--- config.mk ---
export PLATFORM = sky130hd
export DESIGN_NAME = miau_ctrl
export DESIGN_NICKNAME = d
export VERILOG_FILES = /design/src/rtl/miau_pkg.sv /design/src/rtl/miau_ctrl.sv
export SDC_FILE = /design/constraint.sdc
export NUM_CORES = 1
export LEC_CHECK = 0
export BUFFER_PORTS_ARGS = -buffer_cell sky130_fd_sc_hd__buf_4
export CORE_ASPECT_RATIO = 1.5
export CORE_MARGIN = 10
export CORE_UTILIZATION = 33
export DETAILED_ROUTE_END_ITERATION = 10
export PLACE_DENSITY = 0.51
export SETUP_SLACK_MARGIN = 0.15
export SKIP_CTS_REPAIR_TIMING = 1
export SYNTH_ARGS = -nofsm -noshare
export SYNTH_HDL_FRONTEND = slang
export SYNTH_SLANG_ARGS = --single-unit
--- constraint.sdc ---
create_clock -name aclk -period 1.7 [get_ports aclk]
set_input_delay 0.17 -clock aclk [delete_from_list [all_inputs] [get_ports aclk]]
set_output_delay 0.17 -clock aclk [all_outputs]
set_load 0.05 [all_outputs]
--- src/rtl/miau_pkg.sv ---
// ----------------------------------------------------------------------------
// miau_pkg
// Shared constants, command codes and interface types of the multiword
// integer arithmetic unit.
// ----------------------------------------------------------------------------
package miau_pkg;

    localparam int WORDS  = 16;
    localparam int WORD_W = 32;
    localparam int BITS   = WORD_W * WORDS;
    localparam int CNT_W  = $clog2(WORDS + 1);
    localparam int IDX_W  = $clog2(WORDS);
    localparam int BCNT_W = $clog2(BITS);

    // operation codes
    localparam logic [2:0] OP_ADD = 3'd0;
    localparam logic [2:0] OP_SUB = 3'd1;
    localparam logic [2:0] OP_MUL = 3'd2;
    localparam logic [2:0] OP_DIV = 3'd3;
    localparam logic [2:0] OP_GCD = 3'd4;
    localparam logic [2:0] OP_LCM = 3'd5;
    localparam logic [2:0] OP_POW = 3'd6;
    localparam logic [2:0] OP_CMP = 3'd7;

    // status codes
    localparam logic [1:0] ST_OK    = 2'd0;
    localparam logic [1:0] ST_UNDER = 2'd1;
    localparam logic [1:0] ST_DIV0  = 2'd2;

    // order codes
    localparam logic [1:0] ORD_EQ = 2'd0;
    localparam logic [1:0] ORD_LT = 2'd1;
    localparam logic [1:0] ORD_GT = 2'd2;

    // datapath commands
    localparam logic [4:0] C_NONE      = 5'd0;
    localparam logic [4:0] C_START     = 5'd1;
    localparam logic [4:0] C_ADD       = 5'd2;
    localparam logic [4:0] C_SUB       = 5'd3;
    localparam logic [4:0] C_ZERO_DIV0 = 5'd4;
    localparam logic [4:0] C_CMPRES    = 5'd5;
    localparam logic [4:0] C_MUL_AB    = 5'd6;
    localparam logic [4:0] C_MUL_UV    = 5'd7;
    localparam logic [4:0] C_MUL_VV    = 5'd8;
    localparam logic [4:0] C_MUL_STEP  = 5'd9;
    localparam logic [4:0] C_MP2ACC    = 5'd10;
    localparam logic [4:0] C_MP2U      = 5'd11;
    localparam logic [4:0] C_MP2V      = 5'd12;
    localparam logic [4:0] C_DIV_AB    = 5'd13;
    localparam logic [4:0] C_DIV_UV    = 5'd14;
    localparam logic [4:0] C_DIV_PG    = 5'd15;
    localparam logic [4:0] C_DIV_STEP  = 5'd16;
    localparam logic [4:0] C_DIVRES    = 5'd17;
    localparam logic [4:0] C_DIVQ_ACC  = 5'd18;
    localparam logic [4:0] C_GCD_INIT  = 5'd19;
    localparam logic [4:0] C_GCD_NEXT  = 5'd20;
    localparam logic [4:0] C_U2ACC     = 5'd21;
    localparam logic [4:0] C_POW_INIT  = 5'd22;
    localparam logic [4:0] C_OUT_SHIFT = 5'd23;

    typedef struct packed {
        logic [4:0] code;
        logic       load;
    } cmd_t;

    typedef struct packed {
        logic b_zero;
        logic u_zero;
        logic v_zero;
        logic e_zero;
        logic e_lsb;
        logic my_zero;
        logic div_last;
        logic out_last;
    } sts_t;

endpackage

--- src/rtl/miau_ctrl.sv ---
// ----------------------------------------------------------------------------
// miau_ctrl
// Sequencer: loads items, runs add, sub and compare directly and the rest
// as chains of multiply and divide passes, then streams the result words.
// ----------------------------------------------------------------------------
module miau_ctrl
    import miau_pkg::*;
(
    input  logic       aclk,
    input  logic       aresetn,
    input  logic       s_valid,
    input  logic [2:0] s_operation,
    input  logic       s_last_in,
    output logic       s_ready,
    output logic       m_valid,
    input  logic       m_ready,
    input  sts_t       sts,
    output cmd_t       cmd
);

    localparam logic [3:0] S_IDLE    = 4'd0;
    localparam logic [3:0] S_START   = 4'd1;
    localparam logic [3:0] S_EXEC    = 4'd2;
    localparam logic [3:0] S_MUL     = 4'd3;
    localparam logic [3:0] S_DIV     = 4'd4;
    localparam logic [3:0] S_DIV_END = 4'd5;
    localparam logic [3:0] S_GCD     = 4'd6;
    localparam logic [3:0] S_POW     = 4'd7;
    localparam logic [3:0] S_POW_SQ  = 4'd8;
    localparam logic [3:0] S_OUT     = 4'd9;

    // what a multiply or divide pass feeds into
    localparam logic [2:0] P_MUL    = 3'd0;
    localparam logic [2:0] P_LCM    = 3'd1;
    localparam logic [2:0] P_POWU   = 3'd2;
    localparam logic [2:0] P_POWV   = 3'd3;
    localparam logic [2:0] P_DIVMOD = 3'd4;
    localparam logic [2:0] P_GCD    = 3'd5;
    localparam logic [2:0] P_LCMDIV = 3'd6;

    logic [3:0] state_reg, state_next;
    logic [2:0] phase_reg, phase_next;
    logic [2:0] op_reg, op_next;

    assign s_ready = (state_reg == S_IDLE);
    assign m_valid = (state_reg == S_OUT);

    always_ff @(posedge aclk) begin
        if (!aresetn) begin
            state_reg <= S_IDLE;
            phase_reg <= P_MUL;
            op_reg    <= OP_ADD;
        end else begin
            state_reg <= state_next;
            phase_reg <= phase_next;
            op_reg    <= op_next;
        end
    end

    always_comb begin
        state_next = state_reg;
        phase_next = phase_reg;
        op_next    = op_reg;
        cmd.code   = C_NONE;
        cmd.load   = s_valid && s_ready;
        case (state_reg)
            S_IDLE: begin
                if (s_valid && s_last_in) begin
                    op_next    = s_operation;
                    state_next = S_START;
                end
            end
            S_START: begin
                cmd.code   = C_START;
                state_next = S_EXEC;
            end
            S_EXEC: begin
                case (op_reg)
                    OP_ADD: begin
                        cmd.code   = C_ADD;
                        state_next = S_OUT;
                    end
                    OP_SUB: begin
                        cmd.code   = C_SUB;
                        state_next = S_OUT;
                    end
                    OP_MUL: begin
                        cmd.code   = C_MUL_AB;
                        phase_next = P_MUL;
                        state_next = S_MUL;
                    end
                    OP_DIV: begin
                        if (sts.b_zero) begin
                            cmd.code   = C_ZERO_DIV0;
                            state_next = S_OUT;
                        end else begin
                            cmd.code   = C_DIV_AB;
                            phase_next = P_DIVMOD;
                            state_next = S_DIV;
                        end
                    end
                    OP_GCD, OP_LCM: begin
                        cmd.code   = C_GCD_INIT;
                        state_next = S_GCD;
                    end
                    OP_POW: begin
                        cmd.code   = C_POW_INIT;
                        state_next = S_POW;
                    end
                    default: begin
                        cmd.code   = C_CMPRES;
                        state_next = S_OUT;
                    end
                endcase
            end
            S_MUL: begin
                if (!sts.my_zero) begin
                    cmd.code = C_MUL_STEP;
                end else begin
                    case (phase_reg)
                        P_LCM: begin
                            cmd.code   = C_DIV_PG;
                            phase_next = P_LCMDIV;
                            state_next = S_DIV;
                        end
                        P_POWU: begin
                            cmd.code   = C_MP2U;
                            state_next = S_POW_SQ;
                        end
                        P_POWV: begin
                            cmd.code   = C_MP2V;
                            state_next = S_POW;
                        end
                        default: begin
                            cmd.code   = C_MP2ACC;
                            state_next = S_OUT;
                        end
                    endcase
                end
            end
            S_DIV: begin
                cmd.code = C_DIV_STEP;
                if (sts.div_last) begin
                    state_next = S_DIV_END;
                end
            end
            S_DIV_END: begin
                case (phase_reg)
                    P_GCD: begin
                        cmd.code   = C_GCD_NEXT;
                        state_next = S_GCD;
                    end
                    P_LCMDIV: begin
                        cmd.code   = C_DIVQ_ACC;
                        state_next = S_OUT;
                    end
                    default: begin
                        cmd.code   = C_DIVRES;
                        state_next = S_OUT;
                    end
                endcase
            end
            S_GCD: begin
                if (!sts.v_zero) begin
                    cmd.code   = C_DIV_UV;
                    phase_next = P_GCD;
                    state_next = S_DIV;
                end else if (op_reg == OP_GCD) begin
                    cmd.code   = C_U2ACC;
                    state_next = S_OUT;
                end else if (sts.u_zero) begin
                    cmd.code   = C_ZERO_DIV0;
                    state_next = S_OUT;
                end else begin
                    cmd.code   = C_MUL_AB;
                    phase_next = P_LCM;
                    state_next = S_MUL;
                end
            end
            S_POW: begin
                if (sts.e_zero) begin
                    cmd.code   = C_U2ACC;
                    state_next = S_OUT;
                end else if (sts.e_lsb) begin
                    cmd.code   = C_MUL_UV;
                    phase_next = P_POWU;
                    state_next = S_MUL;
                end else begin
                    cmd.code   = C_MUL_VV;
                    phase_next = P_POWV;
                    state_next = S_MUL;
                end
            end
            S_POW_SQ: begin
                cmd.code   = C_MUL_VV;
                phase_next = P_POWV;
                state_next = S_MUL;
            end
            S_OUT: begin
                if (m_ready) begin
                    cmd.code = C_OUT_SHIFT;
                    if (sts.out_last) begin
                        state_next = S_IDLE;
                    end
                end
            end
            default: begin
                state_next = S_IDLE;
            end
        endcase
    end

endmodule

After elaboration in Yosys (flattened, before gate mapping)
Index checks and enable logic that the tools add are counted.
Storage, ports and cells
  latch bits: 0
  bits in read-only memories: 0
  register bits: 10
  output and inout port bits: 8
  memories: 0
  input port bits: 16
  RAM bits: 0
Cells by class
  bitwise operators: 0
  $lt $le $gt $ge: 0
  shift-type cells: 0
  div/mod/pow operators: 0
  reduce and logical (&&, ||, !) cells: 9
  $add $sub $neg: 0
  mux-type cells: 36
  $mul: 0
  equal/unequal tests: 31
Operator list (number)
  $mux W4: 13
  $pmux W5 S9: 1
  $pmux W4 S10: 1
  $pmux W5 S6: 1
  $mux W3: 8
  $mux W5: 4
  $eq A4 B3 Y1 const B: 4
  $pmux W4 S4: 1
  $eq A3 B3 Y1 const B: 5
  $pmux W3 S5: 1
  $eq A3 B2 Y1 const B: 4
  $pmux W3 S2: 2
  $pmux W4 S3: 1
  $ne A3 B3 Y1 const B: 3
  $pmux W3 S3: 1
  $eq A4 B2 Y1 const B: 2
  $eq A4 B4 Y1 const B: 2
  $ne A2 B2 Y1 const B: 4
  $reduce_and A8 Y1: 1
  $eq A3 B1 Y1 const B: 2
  $ne A2 B1 Y1 const B: 3
  $reduce_and A5 Y1: 1
  $reduce_bool A5 Y1: 1
  $eq A4 B1 Y1 const B: 1
  8 further kinds: 9

Logic depth before layout (Yosys ltp)
  word-level depth: 4
  gate-level depth with buffers: 7
  gate-level depth less buffers: 5

Least setup slack after synthesis
No wires, ideal clock.
  kind: register to register
  from: reg state_reg[3]
  to: reg state_reg[3]
  stages on the path, launching flop included: 7
  buffers on the path: 1
  period minus slack after synthesis: 2.236 ns
  slack: -0.536 ns
  arrival: 2.121 ns
  cells stage by stage: dfxtp_1 -> buf_2 -> nor4_2 -> a32o_1 -> nor4_4 -> o31a_1 -> o21a_1
On the way
  word-level cells in the longest chain between the ends: 3
  elaborated cells between the ends (all ways): 17
  classes of those cells: eq/ne: 14; mux: 1; reduce/logical: 2
Ends and longest elaborated chain
  from (decl): line miau_ctrl.sv:41  | logic [3:0] state_reg, state_next;
  from (signal assigned): line miau_ctrl.sv:54  | state_reg <= state_next;
  $logic_not A4 Y1 *
  net s_ready: line miau_ctrl.sv:14  | output logic s_ready,
  $ne A2 B1 Y1 (no line)
  $reduce_and A5 Y1 (no line)
The timed path passes the listed nets; every way through them passes the cells marked *.
A chain may end at the register's enable or synchronous reset.

==> key figures <==
Run status
  • Status: finished with violations
  • Failing checks: setup timing

Drt
  • Initial drt markers: approximately 130
  • WL/cell: 18.3 microns
  • DRC: 0
  • Vias: approximately 1500
  • First-pass DRT Iterations: 4
  • Final wirelength: roughly 4.7 mm
  • Vias/cell: about 5.8
  • Detail Route Antenna Nets: 0

Layout
  • Finished Core Util: 0.577
  • Antenna cell count: 0
  • Area grow syn2layout: 67.1%
  • Max FFs per register: 4
  • Nets: between 200 and 250
  • Fraction of layout instances using a drive strength above 1: 0.537
  • # fillers: 311

Power and ir drop
  • Power per cell area: about 1100 mW/mm^2
  • Leakage: around 0.8 nW
  • Pwr Total: 2.25 mW
  • Worst vdd ir: just under 1000 uV

Die
  • FP Rows: 26
  • Die Y-Extent: roughly 93 microns
  • IO Count: 24
  • Core area: between 0.003 and 0.004 sq mm
  • Die area: about 0.0064 sq mm
  • Initial Utilization: 0.345
  • Die Wd: around 69 microns

Yosys
  • Post-synth top area share: 0.170
  • Yosys top cell by area: dfxtp_1
  • Async S/R FF share, synth: 0
  • Yosys warning count: 0
  • Post-synthesis sequential area ratio: 0.170
  • Synth Area in Compound Gates: 0.337
  • Yosys reg bits: 10
  • Post-Synth Simple-Gate Area: 0.358
  • Area contributors post-synth: dfxtp_1 17%, nor2b_1 6.4%, nand2_1 5.4%, mux2i_1 5.1%, o21ai_0 4.7%
  • Mapped Nets: between 150 and 200
  • Synth Area in Adders: 0
  • Largest family of logic cells by synthesized area: simple AND/OR/NAND/NOR gates
  • Post-synthesis xor/xnor area fraction: 0.00743
  • Yosys cell types: 49
  • EDFF count, synth: 0
  • Synth Instances: about 160
  • Post-Syn Area: roughly 0.0012 sq mm
  • Main flop type after synthesis: dfxtp_1
  • Syn avg cell area: slightly above 7 sq um
  • Post-synth top cells: 17 x nand2_1, 12 x nor2b_1, 11 x nor2_1, 11 x o21ai_0, 10 x dfxtp_1
  • Multiplexer share of the synthesized area: 0.0510
  • Most frequent cell after synthesis: nand2_1

Setup path
  • Crit-path max FO: 8
  • CP Launch Type: flop
  • Setup CP Type: reg -> out
  • Register-to-register setup slack: about 0.090 ns
  • Worst R2R Path Depth: 7
  • Worst path required time: between 1.5 and 2 ns
  • CP arrival: approximately 1.6 ns
  • FF-to-FF End: state_reg[3]$_SDFFE_PN0P_
  • Reg-to-Reg Start: state_reg[0]$_SDFFE_PN0P_
  • CP Capture Type: output pin

CTS
  • H-tree lvl count: 1
  • Clk buf depth: 2
  • CTS tree: yes
  • CTS root buf: clkbuf_8
  • Total CTS buffers: 3
  • Clk_lat worst skew: approximately 0.24 ns
  • Clk pin slew, worst setup/hold paths: 0.06 ns
  • Clock sinks: 10

Timing
  • Clk_skew: 0.00155 ns
  • Period utilization: 1.03
  • Worst-Margin Slew: ~0.43 ns
  • Worst rel slew slack: 0.708
  • Fin. max-slew vios: 0
  • # setup viols final: 5
  • RSZ-0062 raised after global routing: yes
  • Final Hold Viols: 0
  • Worst setup margin: -0.0463 ns
  • Max Clock Freq: 573 MHz
  • Final min period: 1.75 ns

Worst hold path
  • Hold EP: op_reg[2]$_SDFFE_PN0P_
  • Worst Hold Class: in -> reg
  • Start point of the worst hold path: s_operation[2]
  • Worst Hold Depth: 3

Global routing
  • Grt ovf: 0
  • Largest net degree at the start of global routing: 15
  • Total GRT Usage: 0.136
  • Initial antenna violation count: 0
  • Vias in the first global route: between 1000 and 1500
  • First-pass GRT wire length: 6.89 mm

Place
  • DP Wirelength: approximately 3.5 mm
  • Port bufs: 23
  • Routability Congestion: between 0.9 and 1
  • Dpl ws: -0.0422 ns

Job
  • Max-cap viol count: 0
kinds of logic (layout without fill, tap and decap cells):
logic type,after synthesis,count (layout)
buffers and inverters,19,71
and+or+nand+nor,71,71
xor gates and xnor gates,1,1
DFF,10,10
muxes,6,6
AOI/OAI and AO/OA,55,55
cell usage in the layout (no fill, tap or decap), types with 5 or more instances in the layout:
| master | count |
|---|---|
| nand3_1 | 5 |
| dfxtp_4 | 6 |
| nor2b_1 | 5 |
| mux2i_1 | 6 |
| inv_1 | 5 |
| buf_4 | 50 |
| nand2_1 | 16 |
| o21ai_0 | 8 |
| buf_6 | 11 |
| nor2_1 | 9 |
critical path, stage by stage, from the launching register on:
cell and delay, ns:
dfxtp_4 0.38, buf_6 0.14, nor2b_4 0.12, and3b_1 0.19, a21oi_2 0.13, nand3b_1 0.10
nand4_1 0.12, buf_6 0.17
area by class of cell:
| class | instances | area [sq um] | area share |
|---|---|---|---|
| sequential | 10 | 228 | 0.116 |
| multi-input combinational | 133 | 1100 | 0.557 |
| timing repair buffer | 62 | 519 | 0.264 |
| tap | 42 | 52.6 | 0.0267 |
| inverter | 5 | 18.8 | 0.00953 |
| clock buffer | 4 | 55.1 | 0.0280 |
metal layers:
metal | global-route usage | vias up | part of all wire | routed length [microns]
li1 | - | 713 | - | -
met2 | 0.238 | 61 | 0.53 | 2460
met4 | 0.0644 | 0 | 0.042 | 196
met1 | 0.144 | 692 | 0.37 | 1740
met3 | 0.0335 | 14 | 0.058 | 273
met5 | 0 | - | 0 | 0
power breakdown:
group | internal [mW] | switching [mW] | leakage [nW]
Combinational | 0.736 | 0.830 | 0.669
Sequential | 0.281 | 0.0852 | 0.0876
Clock | 0.205 | 0.111 | 0.0288
Total | 1.22 | 1.03 | 0.786
worst max path at each step:
stage	startpoint	to	depth (start not counted)
after global routing	state_reg[0]$_SDFFE_PN0P_	cmd[0]	5
after global placement	state_reg[2]$_SDFFE_PN0P_	phase_reg[0]$_SDFFE_PN0P_	6
after detailed placement	state_reg[2]$_SDFFE_PN0P_	phase_reg[0]$_SDFFE_PN0P_	6
after floorplan	state_reg[2]$_SDFFE_PN0P_	op_reg[0]$_SDFFE_PN0P_	5
final	state_reg[2]$_SDFFE_PN0P_	cmd[1]	7
after CTS	state_reg[1]$_SDFFE_PN0P_	cmd[2]	5
per-stage QoR:
stage          area (sq um)  std cells  setup TNS [ns]  hold slack, ns
2_1_floorplan          1270        162          -0.175           0.320
3_3_place_gp           1560        234          -0.308           0.430
3_5_place_dp           1560        234         -0.0591           0.432
4_1_cts                1610        238           -1.15           0.182
5_1_grt                1970        256          -0.374           0.199
6_report               1970        256         -0.0941           0.185
Power figures use the tool's default switching activity.
